File: src/rtl/core/mbps_pkg.sv
package mbps_pkg;

    // Depth of the byte window, and with it the longest pattern that can match.
    localparam int MAX_PATTERN = 16;

    // Pattern bytes held by the two 64-bit pattern registers.
    localparam int PATTERN_BYTES = 16;

    // Longest pattern that can actually be compared.
    localparam int MATCH_CAP = (MAX_PATTERN < PATTERN_BYTES) ? MAX_PATTERN : PATTERN_BYTES;

    // Bits of an index into the byte window.
    localparam int WIN_IW = (MAX_PATTERN > 1) ? $clog2(MAX_PATTERN) : 1;

    localparam int DATA_W  = 8;
    localparam int ADDR_W  = 64;
    localparam int LEN_W   = 5;
    localparam int LIMIT_W = 16;
    localparam int CFG_IW  = 3;

    localparam logic [LIMIT_W-1:0] RESULT_LIMIT_RESET = LIMIT_W'(10000);

    typedef enum logic [CFG_IW-1:0] {
        REG_PATTERN_LOW  = 3'd0,
        REG_PATTERN_HIGH = 3'd1,
        REG_CARE_MASK    = 3'd2,
        REG_PATTERN_LEN  = 3'd3,
        REG_RESULT_LIMIT = 3'd4
    } t_cfg_reg;

endpackage

File: src/rtl/core/masked_byte_pattern_scanner.sv
// Masked byte pattern scanner.
//
// The input channel carries one image byte per beat, with flags that mark the
// first byte of a segment (its base address rides along on that beat) and the
// first byte of a new search. The output channel carries one beat per match:
// the match address (segment base plus start offset), the start offset, and a
// flag that is set on the match that reaches the result limit. The
// configuration channel writes the pattern, care mask, pattern length and
// result limit; it is always ready and must only be used while the block is
// idle.
//
// Every input beat is captured in an input register. Once the output register
// is free, the compare logic updates the window and segment state and may
// load it, so a match passes through the input and output registers. The
// block takes one byte per cycle while the output side keeps up. While a
// match waits in the output register, the byte in the input register waits
// too, matching or not; once that register is full the input channel stalls
// until the receiver takes the match.
//
// Reset clears the window, the segment counters, the match count and the stop
// flag, and restores the configuration registers to zero except the result limit (10000).
module masked_byte_pattern_scanner (
    input  logic                            i_clk,
    input  logic                            i_rst_n,

    input  logic                            i_in_valid,
    output logic                            o_in_ready,
    input  logic [mbps_pkg::DATA_W-1:0]     i_byte_value,
    input  logic                            i_first_of_segment,
    input  logic [mbps_pkg::ADDR_W-1:0]     i_segment_address,
    input  logic                            i_start_of_search,

    output logic                            o_out_valid,
    input  logic                            i_out_ready,
    output logic [mbps_pkg::ADDR_W-1:0]     o_match_address,
    output logic [mbps_pkg::ADDR_W-1:0]     o_match_offset,
    output logic                            o_limit_reached,

    input  logic                            i_cfg_valid,
    output logic                            o_cfg_ready,
    input  logic [mbps_pkg::CFG_IW-1:0]     i_cfg_index,
    input  logic [mbps_pkg::ADDR_W-1:0]     i_cfg_data
);

    // Configuration registers.
    logic [mbps_pkg::ADDR_W-1:0]        r_pat_low;
    logic [mbps_pkg::ADDR_W-1:0]        r_pat_high;
    logic [mbps_pkg::PATTERN_BYTES-1:0] r_care;
    logic [mbps_pkg::LEN_W-1:0]         r_plen;
    logic [mbps_pkg::LIMIT_W-1:0]       r_limit;

    // Input register stage.
    logic                               r_in_valid;
    logic [mbps_pkg::DATA_W-1:0]        r_in_byte;
    logic                               r_in_first;
    logic [mbps_pkg::ADDR_W-1:0]        r_in_addr;
    logic                               r_in_start;

    // Scan state. r_ptr tracks segment base plus bytes seen, so the match
    // address needs only a short subtract instead of a second wide add.
    logic [mbps_pkg::DATA_W-1:0]        r_win [mbps_pkg::MAX_PATTERN];
    logic [mbps_pkg::ADDR_W-1:0]        r_count;
    logic [mbps_pkg::ADDR_W-1:0]        r_ptr;
    logic [mbps_pkg::LIMIT_W-1:0]       r_match_count;
    logic                               r_stopped;

    // Output register.
    logic                               r_out_valid;
    logic [mbps_pkg::ADDR_W-1:0]        r_out_addr;
    logic [mbps_pkg::ADDR_W-1:0]        r_out_offset;
    logic                               r_out_limit;

    logic                               w_advance;
    logic                               w_consume;
    logic [mbps_pkg::DATA_W-1:0]        w_win [mbps_pkg::MAX_PATTERN];
    logic [2*mbps_pkg::ADDR_W-1:0]      w_pattern;
    logic [mbps_pkg::LEN_W-1:0]         w_len;
    logic [mbps_pkg::WIN_IW-1:0]        w_len_m1;
    logic [mbps_pkg::WIN_IW-1:0]        w_idx [mbps_pkg::MATCH_CAP];
    logic [mbps_pkg::MATCH_CAP-1:0]     w_byte_ok;
    logic                               w_hit;
    logic [mbps_pkg::ADDR_W-1:0]        w_count_eff;
    logic [mbps_pkg::ADDR_W-1:0]        w_ptr_eff;
    logic [mbps_pkg::LIMIT_W-1:0]       w_mc_eff;
    logic [mbps_pkg::LIMIT_W-1:0]       w_mc_inc;
    logic                               w_stopped_eff;
    logic                               w_saturated;
    logic                               w_in_segment;
    logic                               w_emit;

    assign o_cfg_ready = 1'b1;

    // The output register frees up when it is empty or its beat is taken.
    assign w_advance  = !r_out_valid || i_out_ready;
    assign w_consume  = r_in_valid && w_advance;
    assign o_in_ready = !r_in_valid || w_advance;

    // Effective state after the start and first-of-segment flags.
    assign w_count_eff   = r_in_first ? '0 : r_count;
    assign w_ptr_eff     = r_in_first ? r_in_addr : r_ptr;
    assign w_mc_eff      = r_in_start ? '0 : r_match_count;
    assign w_stopped_eff = r_in_start ? 1'b0 : r_stopped;
    assign w_saturated   = (w_count_eff == '1);
    assign w_mc_inc      = w_mc_eff + 1'b1;

    // Window after the new byte shifts in; entry 0 is the newest byte.
    always_comb begin
        w_win[0] = r_in_byte;
        for (int i = 1; i < mbps_pkg::MAX_PATTERN; i++) begin
            w_win[i] = r_win[i-1];
        end
    end

    // Pattern length clipped to what the window and pattern registers hold.
    assign w_pattern = {r_pat_high, r_pat_low};
    assign w_len     = (r_plen > mbps_pkg::LEN_W'(mbps_pkg::MATCH_CAP))
                     ? mbps_pkg::LEN_W'(mbps_pkg::MATCH_CAP) : r_plen;
    assign w_len_m1  = mbps_pkg::WIN_IW'(w_len - 1'b1);

    // Pattern byte j lines up with the window entry len-1-j.
    always_comb begin
        for (int j = 0; j < mbps_pkg::MATCH_CAP; j++) begin
            w_idx[j]     = w_len_m1 - mbps_pkg::WIN_IW'(j);
            w_byte_ok[j] = !r_care[j]
                        || (mbps_pkg::LEN_W'(j) >= w_len)
                        || (w_win[w_idx[j]] == w_pattern[8*j +: 8]);
        end
    end

    assign w_hit        = &w_byte_ok;
    assign w_in_segment = (w_count_eff >= mbps_pkg::ADDR_W'(w_len_m1));
    assign w_emit       = (w_len != '0) && !w_stopped_eff && w_in_segment && w_hit;

    always_ff @(posedge i_clk) begin
        if (!i_rst_n) begin
            r_pat_low  <= '0;
            r_pat_high <= '0;
            r_care     <= '0;
            r_plen     <= '0;
            r_limit    <= mbps_pkg::RESULT_LIMIT_RESET;
        end else if (i_cfg_valid) begin
            unique case (i_cfg_index)
                mbps_pkg::REG_PATTERN_LOW:  r_pat_low  <= i_cfg_data;
                mbps_pkg::REG_PATTERN_HIGH: r_pat_high <= i_cfg_data;
                mbps_pkg::REG_CARE_MASK:
                    r_care <= i_cfg_data[mbps_pkg::PATTERN_BYTES-1:0];
                mbps_pkg::REG_PATTERN_LEN:  r_plen <= i_cfg_data[mbps_pkg::LEN_W-1:0];
                mbps_pkg::REG_RESULT_LIMIT: r_limit <= i_cfg_data[mbps_pkg::LIMIT_W-1:0];
                default: ;
            endcase
        end
    end

    always_ff @(posedge i_clk) begin
        if (!i_rst_n) begin
            r_in_valid <= 1'b0;
        end else if (o_in_ready) begin
            r_in_valid <= i_in_valid;
        end
    end

    always_ff @(posedge i_clk) begin
        if (o_in_ready && i_in_valid) begin
            r_in_byte  <= i_byte_value;
            r_in_first <= i_first_of_segment;
            r_in_addr  <= i_segment_address;
            r_in_start <= i_start_of_search;
        end
    end

    always_ff @(posedge i_clk) begin
        if (!i_rst_n) begin
            for (int i = 0; i < mbps_pkg::MAX_PATTERN; i++) begin
                r_win[i] <= '0;
            end
            r_count       <= '0;
            r_ptr         <= '0;
            r_match_count <= '0;
            r_stopped     <= 1'b0;
        end else if (w_consume) begin
            r_win   <= w_win;
            r_count <= w_saturated ? w_count_eff : w_count_eff + 1'b1;
            r_ptr   <= w_saturated ? w_ptr_eff : w_ptr_eff + 1'b1;
            if (w_emit) begin
                r_match_count <= w_mc_inc;
                r_stopped     <= (w_mc_inc >= r_limit);
            end else begin
                r_match_count <= w_mc_eff;
                r_stopped     <= w_stopped_eff;
            end
        end
    end

    always_ff @(posedge i_clk) begin
        if (!i_rst_n) begin
            r_out_valid <= 1'b0;
        end else if (w_advance) begin
            r_out_valid <= w_consume && w_emit;
        end
    end

    always_ff @(posedge i_clk) begin
        if (w_consume && w_emit) begin
            r_out_offset <= w_count_eff - mbps_pkg::ADDR_W'(w_len_m1);
            r_out_addr   <= w_ptr_eff - mbps_pkg::ADDR_W'(w_len_m1);
            r_out_limit  <= (w_mc_inc >= r_limit);
        end
    end

    assign o_out_valid     = r_out_valid;
    assign o_match_address = r_out_addr;
    assign o_match_offset  = r_out_offset;
    assign o_limit_reached = r_out_limit;

    // A match only appears after a byte moved out of the input register.
    a_out_from_input: assert property (@(posedge i_clk) disable iff (!i_rst_n)
        $rose(r_out_valid) |-> $past(r_in_valid))
        else $error("match beat without a consumed input byte");

    // A pending match that hit the limit leaves the search stopped.
    a_limit_stops: assert property (@(posedge i_clk) disable iff (!i_rst_n)
        (r_out_valid && r_out_limit) |-> r_stopped)
        else $error("limit reported but search not stopped");

    // A stopped search stays silent until a new search starts.
    a_stopped_silent: assert property (@(posedge i_clk) disable iff (!i_rst_n)
        (w_consume && r_stopped && !r_in_start) |-> !w_emit)
        else $error("match emitted after the search stopped");

    // The segment byte count saturates rather than wrapping.
    a_count_saturates: assert property (@(posedge i_clk) disable iff (!i_rst_n)
        (r_count == '1 && !(w_consume && r_in_first)) |=> (r_count == '1))
        else $error("segment byte count wrapped");

endmodule
File: config.mk
export PLATFORM = sky130hd
export DESIGN_NAME = masked_byte_pattern_scanner
export DESIGN_NICKNAME = d
export VERILOG_FILES = /design/src/rtl/core/mbps_pkg.sv /design/src/rtl/core/masked_byte_pattern_scanner.sv
export SDC_FILE = /design/constraint.sdc
export NUM_CORES = 2
export LEC_CHECK = 0
export BUFFER_PORTS_ARGS = -buffer_cell sky130_fd_sc_hd__buf_2
export CORE_MARGIN = 2
export CORE_UTILIZATION = 67
export DETAILED_ROUTE_END_ITERATION = 12
export PLACE_DENSITY = 0.87
export SYNTH_ARGS = -nofsm -noshare
export SYNTH_HDL_FRONTEND = slang
export SYNTH_SLANG_ARGS = --single-unit
File: constraint.sdc
create_clock -name i_clk -period 25.1 [get_ports i_clk]
set_input_delay 2.51 -clock i_clk [delete_from_list [all_inputs] [get_ports i_clk]]
set_output_delay 2.51 -clock i_clk [all_outputs]
set_load 0.03 [all_outputs]
Word-level counts from Yosys, hierarchy flattened
Index checks and enable logic that the tools add are counted.

Bits in writable memories: 0. Latch bits: 0. Logic and storage cells: 250. Flip-flop bits (word level): 635. ROM bits: 0. Input port bits: 146. Output and inout port bits: 132. Memories: 0.

Shift-type cells: 0. Multiplexer cells: 57. Order comparisons: 35. $mul: 0. Bitwise logic cells: 16. Eq/ne operators: 21. Add/subtract/negate cells: 21. Div/mod/pow operators: 0. Reductions and logical operators: 67.

Operators with widths (number): binary-select mux 8 bit (select 4 bit) (16); 2-to-1 mux 64 bit (4); 2-to-1 mux 8 bit (32); adder 64 x 1 -> 64 bit (second input constant) (2); == test 8 bit (16); subtractor 64 x 4 -> 64 bit (2); >= comparator 5 bit (second input constant) (16); NOT 4 -> 5 bit (16); == test 64 bit (second input constant) (1); >= comparator 64 x 4 -> 1 bit (1); >= comparator 4 x 5 -> 1 bit (first input constant) (8); logical OR 1 bit (34); 2-to-1 mux 16 bit (2); subtractor 4 bit (second input constant) (8); >= comparator 3 x 5 -> 1 bit (first input constant) (4); logical NOT 1 bit (19); adder 16 x 1 -> 16 bit (second input constant) (1); >= comparator 16 bit (1); AND reduction 16 bit (1); subtractor 4 x 3 -> 4 bit (second input constant) (4); >= comparator 1 x 5 -> 1 bit (first input constant) (2); >= comparator 2 x 5 -> 1 bit (first input constant) (2); AND reduction 2 bit (5); subtractor 4 x 1 -> 4 bit (second input constant) (2); other kinds (10) (18).

Longest topological paths before layout
Depth in word-level cells: 13. Gate-level depth with buffers: 27. Gate-level depth less buffers: 16.

Worst setup path after synthesis
OpenSTA, ideal clock, no wires.

Path type: register to register. Start point: register r_in_first. End point: register r_out_limit (netlist: o_limit_reached), enable pin. Path buffers: 13. Slack: 14034 ps. Arrival: 10448 ps. Cell stages (with the launch flop): 27. Cells stage by stage: edfxtp_1 -> buf_4 -> buf_6 -> buf_6 -> buf_2 -> buf_4 -> buf_4 -> buf_2 -> buf_1 -> buf_2 -> buf_2 -> clkbuf_1 -> buf_1 -> nor2b_1 -> ha_1 -> a21o_1 -> a221oi_1 -> nor2b_1 -> nor2b_1 -> o21a_1 -> o21a_1 -> a221oi_1 -> o2111a_1 -> and4_1 -> buf_2 -> nand2_2 -> nor2_1.

Word-level cells in the longest chain between the ends: 5.

RTL lines: start, declared (line masked_byte_pattern_scanner.sv:55) `logic r_in_first;`; start signal, assigned (line masked_byte_pattern_scanner.sv:165) `r_in_first <= i_first_of_segment;`; 2-to-1 mux 64 bit (line masked_byte_pattern_scanner.sv:99) `assign w_count_eff = r_in_first ? '0 : r_count;`; >= comparator 64 x 4 -> 1 bit (line masked_byte_pattern_scanner.sv:131) `assign w_in_segment = (w_count_eff >= mbps_pkg::ADDR_W'(w_len_m1));`; logical AND 1 bit (2 in a row) (line masked_byte_pattern_scanner.sv:132) `assign w_emit = (w_len != '0) && !w_stopped_eff && w_in_segment && w_hit;`; logical AND 1 bit (line masked_byte_pattern_scanner.sv:203) `if (w_consume && w_emit) begin`; end signal, assigned (line masked_byte_pattern_scanner.sv:206) `r_out_limit <= (w_mc_inc >= r_limit);`; end, declared (line masked_byte_pattern_scanner.sv:71) `logic r_out_limit;`.

Every way passes these cells. A chain may end at the register's enable or synchronous reset.

Worst setup path in the final report
Start point: register r_plen[1] (netlist bit). End point: register r_out_offset, in the netlist o_match_offset[43], enable pin.

Word-level cells in the longest chain between the ends: 13. Elaborated cells on any way between the ends: 153. Those cells by class: add/sub (16); order compare (18); eq/ne (16); mux (49); bitwise (16); reduce/logical (38).

RTL lines: start, declared (line masked_byte_pattern_scanner.sv:49) `logic [mbps_pkg::LEN_W-1:0] r_plen;`; start signal, assigned (line masked_byte_pattern_scanner.sv:147) `mbps_pkg::REG_PATTERN_LEN: r_plen <= i_cfg_data[mbps_pkg::LEN_W-1:0];`; > comparator 5 bit (line masked_byte_pattern_scanner.sv:116) `assign w_len = (r_plen > mbps_pkg::LEN_W'(mbps_pkg::MATCH_CAP))`; 2-to-1 mux 5 bit (*) (line masked_byte_pattern_scanner.sv:117) `? mbps_pkg::LEN_W'(mbps_pkg::MATCH_CAP) : r_plen;`; subtractor 4 x 1 -> 4 bit (line masked_byte_pattern_scanner.sv:118) `assign w_len_m1 = mbps_pkg::WIN_IW'(w_len - 1'b1);`; subtractor 4 x 1 -> 4 bit, or another cell as far along (line masked_byte_pattern_scanner.sv:123) `w_idx[j] = w_len_m1 - mbps_pkg::WIN_IW'(j);`; NOT 4 -> 5 bit (implied by the code) (line masked_byte_pattern_scanner.sv:126) `|| (w_win[w_idx[j]] == w_pattern[8*j +: 8]);`; binary-select mux 8 bit (select 4 bit) (line masked_byte_pattern_scanner.sv:126); 2-to-1 mux 8 bit (implied by the code) (2 in a row) (line masked_byte_pattern_scanner.sv:126); == test 8 bit (line masked_byte_pattern_scanner.sv:126); logical OR 1 bit (line masked_byte_pattern_scanner.sv:126); AND reduction 16 bit (line masked_byte_pattern_scanner.sv:130) `assign w_hit = &w_byte_ok;`; logical AND 1 bit (*) (line masked_byte_pattern_scanner.sv:132); logical AND 1 bit (*) (line masked_byte_pattern_scanner.sv:203); end signal, assigned (line masked_byte_pattern_scanner.sv:204) `r_out_offset <= w_count_eff - mbps_pkg::ADDR_W'(w_len_m1);`; end, declared (line masked_byte_pattern_scanner.sv:70) `logic [mbps_pkg::ADDR_W-1:0] r_out_offset;`.

Every way passes the cells marked *; elsewhere a longest branch is shown, timed or not. The select of a mux whose other input is x is not followed.

==> impl_summary.md <==
Drt
The average vias per placed instance is 7.12. The overall routed net length is 157000 um. For this run, the detailed router's first-pass iteration total came to 9.

Once detail routing completed, the nets flagged for antenna violations numbered 0. The total number of vias is 40800. The first routing iteration left 6041 violations. Dividing the detail-routed wire length by the instance count gives 27.4 um. The post-route DRC violation count is 0.

Setup path
The maximum single-stage delay on the critical path is 880 ps. The slowest stage of the critical path belongs to the cell sky130_fd_sc_hd__dfxtp_4. The critical register-to-register path endpoint is o_match_offset[43]. The startpoint kind of the worst setup timing path is a register. The library cell appearing most often on the critical path is sky130_fd_sc_hd__buf_4. The critical path goes through buf_4 -> xnor2_1 -> nor2_2 -> inv_1 -> ha_1 -> a21oi_2 -> mux4_2 -> a211oi_1 -> nor3_1 -> a2111oi_0 -> nand4_1 -> a32oi_1 -> and4_1 -> nand2_2 -> nor2_4 -> buf_4 -> buf_4. The depth of the most critical reg-to-reg path is 17. The critical path in this run is classified as register to register.

Data arrives at the worst endpoint at between 9000 and 10000 ps. The critical path data required time is 25350 ps. In this run the register-to-register setup slack is ~16000 ps. The category of the worst setup path capture point is a register. The startpoint of the most critical register-to-register path is r_plen[1]. Along the worst path, the maximum fanout reaches 68.

Timing
Based on the critical path, the design can be clocked at up to between 0.1 and 0.15 GHz. The actual slew at the worst max-slew pin is 1520 ps. On the final layout, the worst hold slack is 452 ps. Adding up every negative setup slack in the final design gives 0 ps. The final-report setup violation count is 0. The minimum clock period after layout is approximately 9000 ps.

The count of final hold-check violations is 0. The final-report max-slew violation count is 3. The part of the cycle the worst path needs is 0.357. Setup repair after global routing left no endpoint under its margin. Measured against its own limit, the worst slew margin works out to -0.0187. On the final layout, the worst clock skew is 36.7 ps.

Power
The sequential cell fraction of total power is 0.463. The total internal power is about 0.0017 W. The reported net switching power is roughly 0.00065 W. The switching fraction of total power is 0.274. In this run the static leakage power is 15.4 nW. The share of total power dissipated in the clock network is 0.420.

Of the total power, combinational logic draws 0.118. The areal power density over the cells is 54.1 nW/um^2. The total power of the final layout is 0.00237 W. VDD sags by at most 58.6 uV.

Min path
The path category of the worst min-delay check is register to register. Counting instances, the worst hold path has a depth of 2. The endpoint of the worst hold path is r_ptr[1]. The critical hold path startpoint is r_ptr[1].

Clock network
Clock tree synthesis selected as its root buffer the cell sky130_fd_sc_hd__clkbuf_16. The clock passes through at most 3 buffers. The clock tree synthesis step divided the H-tree into 3 levels. The clock transition at the registers of the reported paths is about 60 ps.

The clock sink count is 635. The count of buffers added by post-CTS timing repair for setup is 0. The number of buffers inserted by hold repair at cts is 0. The later-pin clock latency in the skew report is 650 ps.

After clock tree synthesis, the repair step resized 0 gates. TritonCTS built the clock tree. In this run, CTS created clock tree buffers numbering 66.

Job
The max-capacitance violation count is 1.

Yosys
The register area share after synthesis is 0.365. Synthesis produced a netlist whose cell count is ~4800. The predominant post-synthesis flop cell is sky130_fd_sc_hd__dfxtp_1.

The distinct cell type count of the synthesized netlist is 118. The Yosys step of the flow raised 0 warnings. The synthesized area is about 40000 um^2. After synthesis the netlist holds a flip-flop and latch count of approximately 640. The count of flip-flops with a built-in enable after synthesis is 203. The share of async-settable or async-resettable flops after synthesis is 0.

The mean area per synthesized cell is 8.36 um^2. Synthesis produced a netlist with a net count of 5021.

Layout
The area growth from synthesis to layout is 8.49%. For this run, the post-layout net count is 5081. The non-filler instance count after layout is 5734. Of the cells placed in the final design, the portion with a size suffix greater than 1 is 0.129.

Floorplanning
After floorplanning, the core was divided into 90 placement rows. The core footprint is 60000 um^2. The die covers around 62000 um^2.

The floorplan step set the die width to 250 um. The starting density of the core is 0.674. The height of the chip is 250 um. The number of placed I/O pins is around 280.

Placement
The congestion estimate from routability-driven global placement came to 1.07. The number of port buffers is 276. After detailed placement, the design holds a cell count of 5610. The total half-perimeter wirelength after legalization and detailed placement is around 110000 um.

Global route
The number of antenna violations at the first check in global routing is 6. Across every metal layer, demand over resource in global routing totals 0.488. Entering global routing, the biggest net connects 160 pins. The first global-routing pass estimated ~230000 um of wire. The number of global-route vias before repair was ~38000. After global routing the overflow that remains totals 0.

Status
The run finished, with violations left. The final reports fail on capacitance limit, slew limit.
-- cell usage after synthesis (all sizes together) (59+ instances only) --
cell	number	area [um^2]
mux2	90	1020
mux2i	187	1870
buf	144	865
nand4	59	369
edfxtp	203	6100
or3	76	475
xnor2	165	1480
a211oi	79	598
o21ai	186	935
nor3	102	521
dfxtp	432	8650
xor2	147	1300
nand2	869	3270
a21oi	437	2200
clkbuf	204	772
nor2	308	1160
nand3	111	556
inv	74	278
-- worst max-delay path, delay by kind of cell (launching register included) --
family                     cells  cell delay, ps
buffers and inverters          4            2310
and+or+nand+nor                6            2100
AOI/OAI and AO/OA              4            1940
DFF                            1             880
adders and majority gates      1             470
muxes                          1             430
xor gates and xnor gates       1             290
-- metal layers --
metal	vias to the layer above	share of wire	GRT usage	wire length (um)
met5	-	0.00017	0	27
met4	4	0.097	0.377	15300
met3	868	0.12	0.126	18600
met2	3203	0.44	0.755	68600
met1	19100	0.35	0.581	54400
li1	17700	-	-	-
-- how the worst max path moves through the flow --
stage / start / to / slack, ps / depth (start not counted)
global route: r_plen[1] / o_match_offset[45] / 15780 / 17
finish: r_plen[1] / o_match_offset[43] / 16130 / 17
floorplan: r_in_first / o_limit_reached / 14030 / 26
CTS: r_plen[1] / o_match_offset[17] / 16370 / 17
detailed placement: r_plen[1] / o_match_offset[27] / 16420 / 17
global placement: r_plen[1] / o_match_offset[43] / 16590 / 17
-- registers in the layout, summed over array words and instances, names as in the netlist --
register / cells
r_win: 120
o_match_address: 64
o_match_offset: 64
r_count: 64
r_in_addr: 64
r_pat_high: 64
r_pat_low: 64
r_ptr: 64
r_care: 16
r_limit: 16
r_match_count: 16
r_in_byte: 8
r_plen: 5
o_limit_reached: 1
o_out_valid: 1
r_in_first: 1
r_in_start: 1
r_in_valid: 1
r_stopped: 1
-- cells in the final DEF (no fill, tap or decap), drive strengths merged, types with 147 or more instances in the layout --
cell type	instances
buf	340
nand2	869
mux2i	187
xnor2	165
a21oi	437
dfxtp	432
xor2	147
o21ai	186
nor2	308
edfxtp	203
-- power by group through the flow --
stage	clock, W	sequential [W]	combinational [W]
detailed placement	0	0.00112	0.000263
global placement	0	0.00112	0.000260
finish	0.000994	0.00110	0.000279
CTS	0.000991	0.00110	0.000268
global route	0.00103	0.00110	0.000293
floorplan	0	0.00111	0.000187
-- cell type report --
type / instances / area, um^2
diodes: 5 / 12.5
repair buffers: 340 / 1860
clock buffers: 97 / 1890
multi-input cells: 3776 / 23800
fillers: 4297 / 16200
inverters: 77 / 304
well taps: 782 / 978
flip-flops and latches: 635 / 14800
clock inverters: 22 / 255
-- per-stage QoR --
| stage | instance area, um^2 | util | setup slack, ps |
|---|---|---|---|
| 5_1_grt | 43900 | 0.731 | 15780 |
| 3_5_place_dp | 41700 | 0.695 | 16420 |
| 2_1_floorplan | 40400 | - | 14030 |
| 4_1_cts | 43800 | 0.730 | 16370 |
| 6_report | 43900 | 0.731 | 16130 |
| 3_3_place_gp | 41700 | 0.695 | 16590 |
-- cell families (layout without fill, tap and decap cells) --
group                      count (synthesis)  after routing  share of synthesized area
muxes                                    301            301                     0.0849
DFF                                      635            635                      0.365
AOI/OAI and AO/OA                       1193           1193                      0.191
adders and majority gates                 40             40                     0.0125
xor gates and xnor gates                 312            312                     0.0686
other                                      1              6                  0.0000928
buffers and inverters                    425            536                     0.0478
and+or+nand+nor                         1929           1929                      0.230
Note: power is estimated with default switching activity, not from simulation.
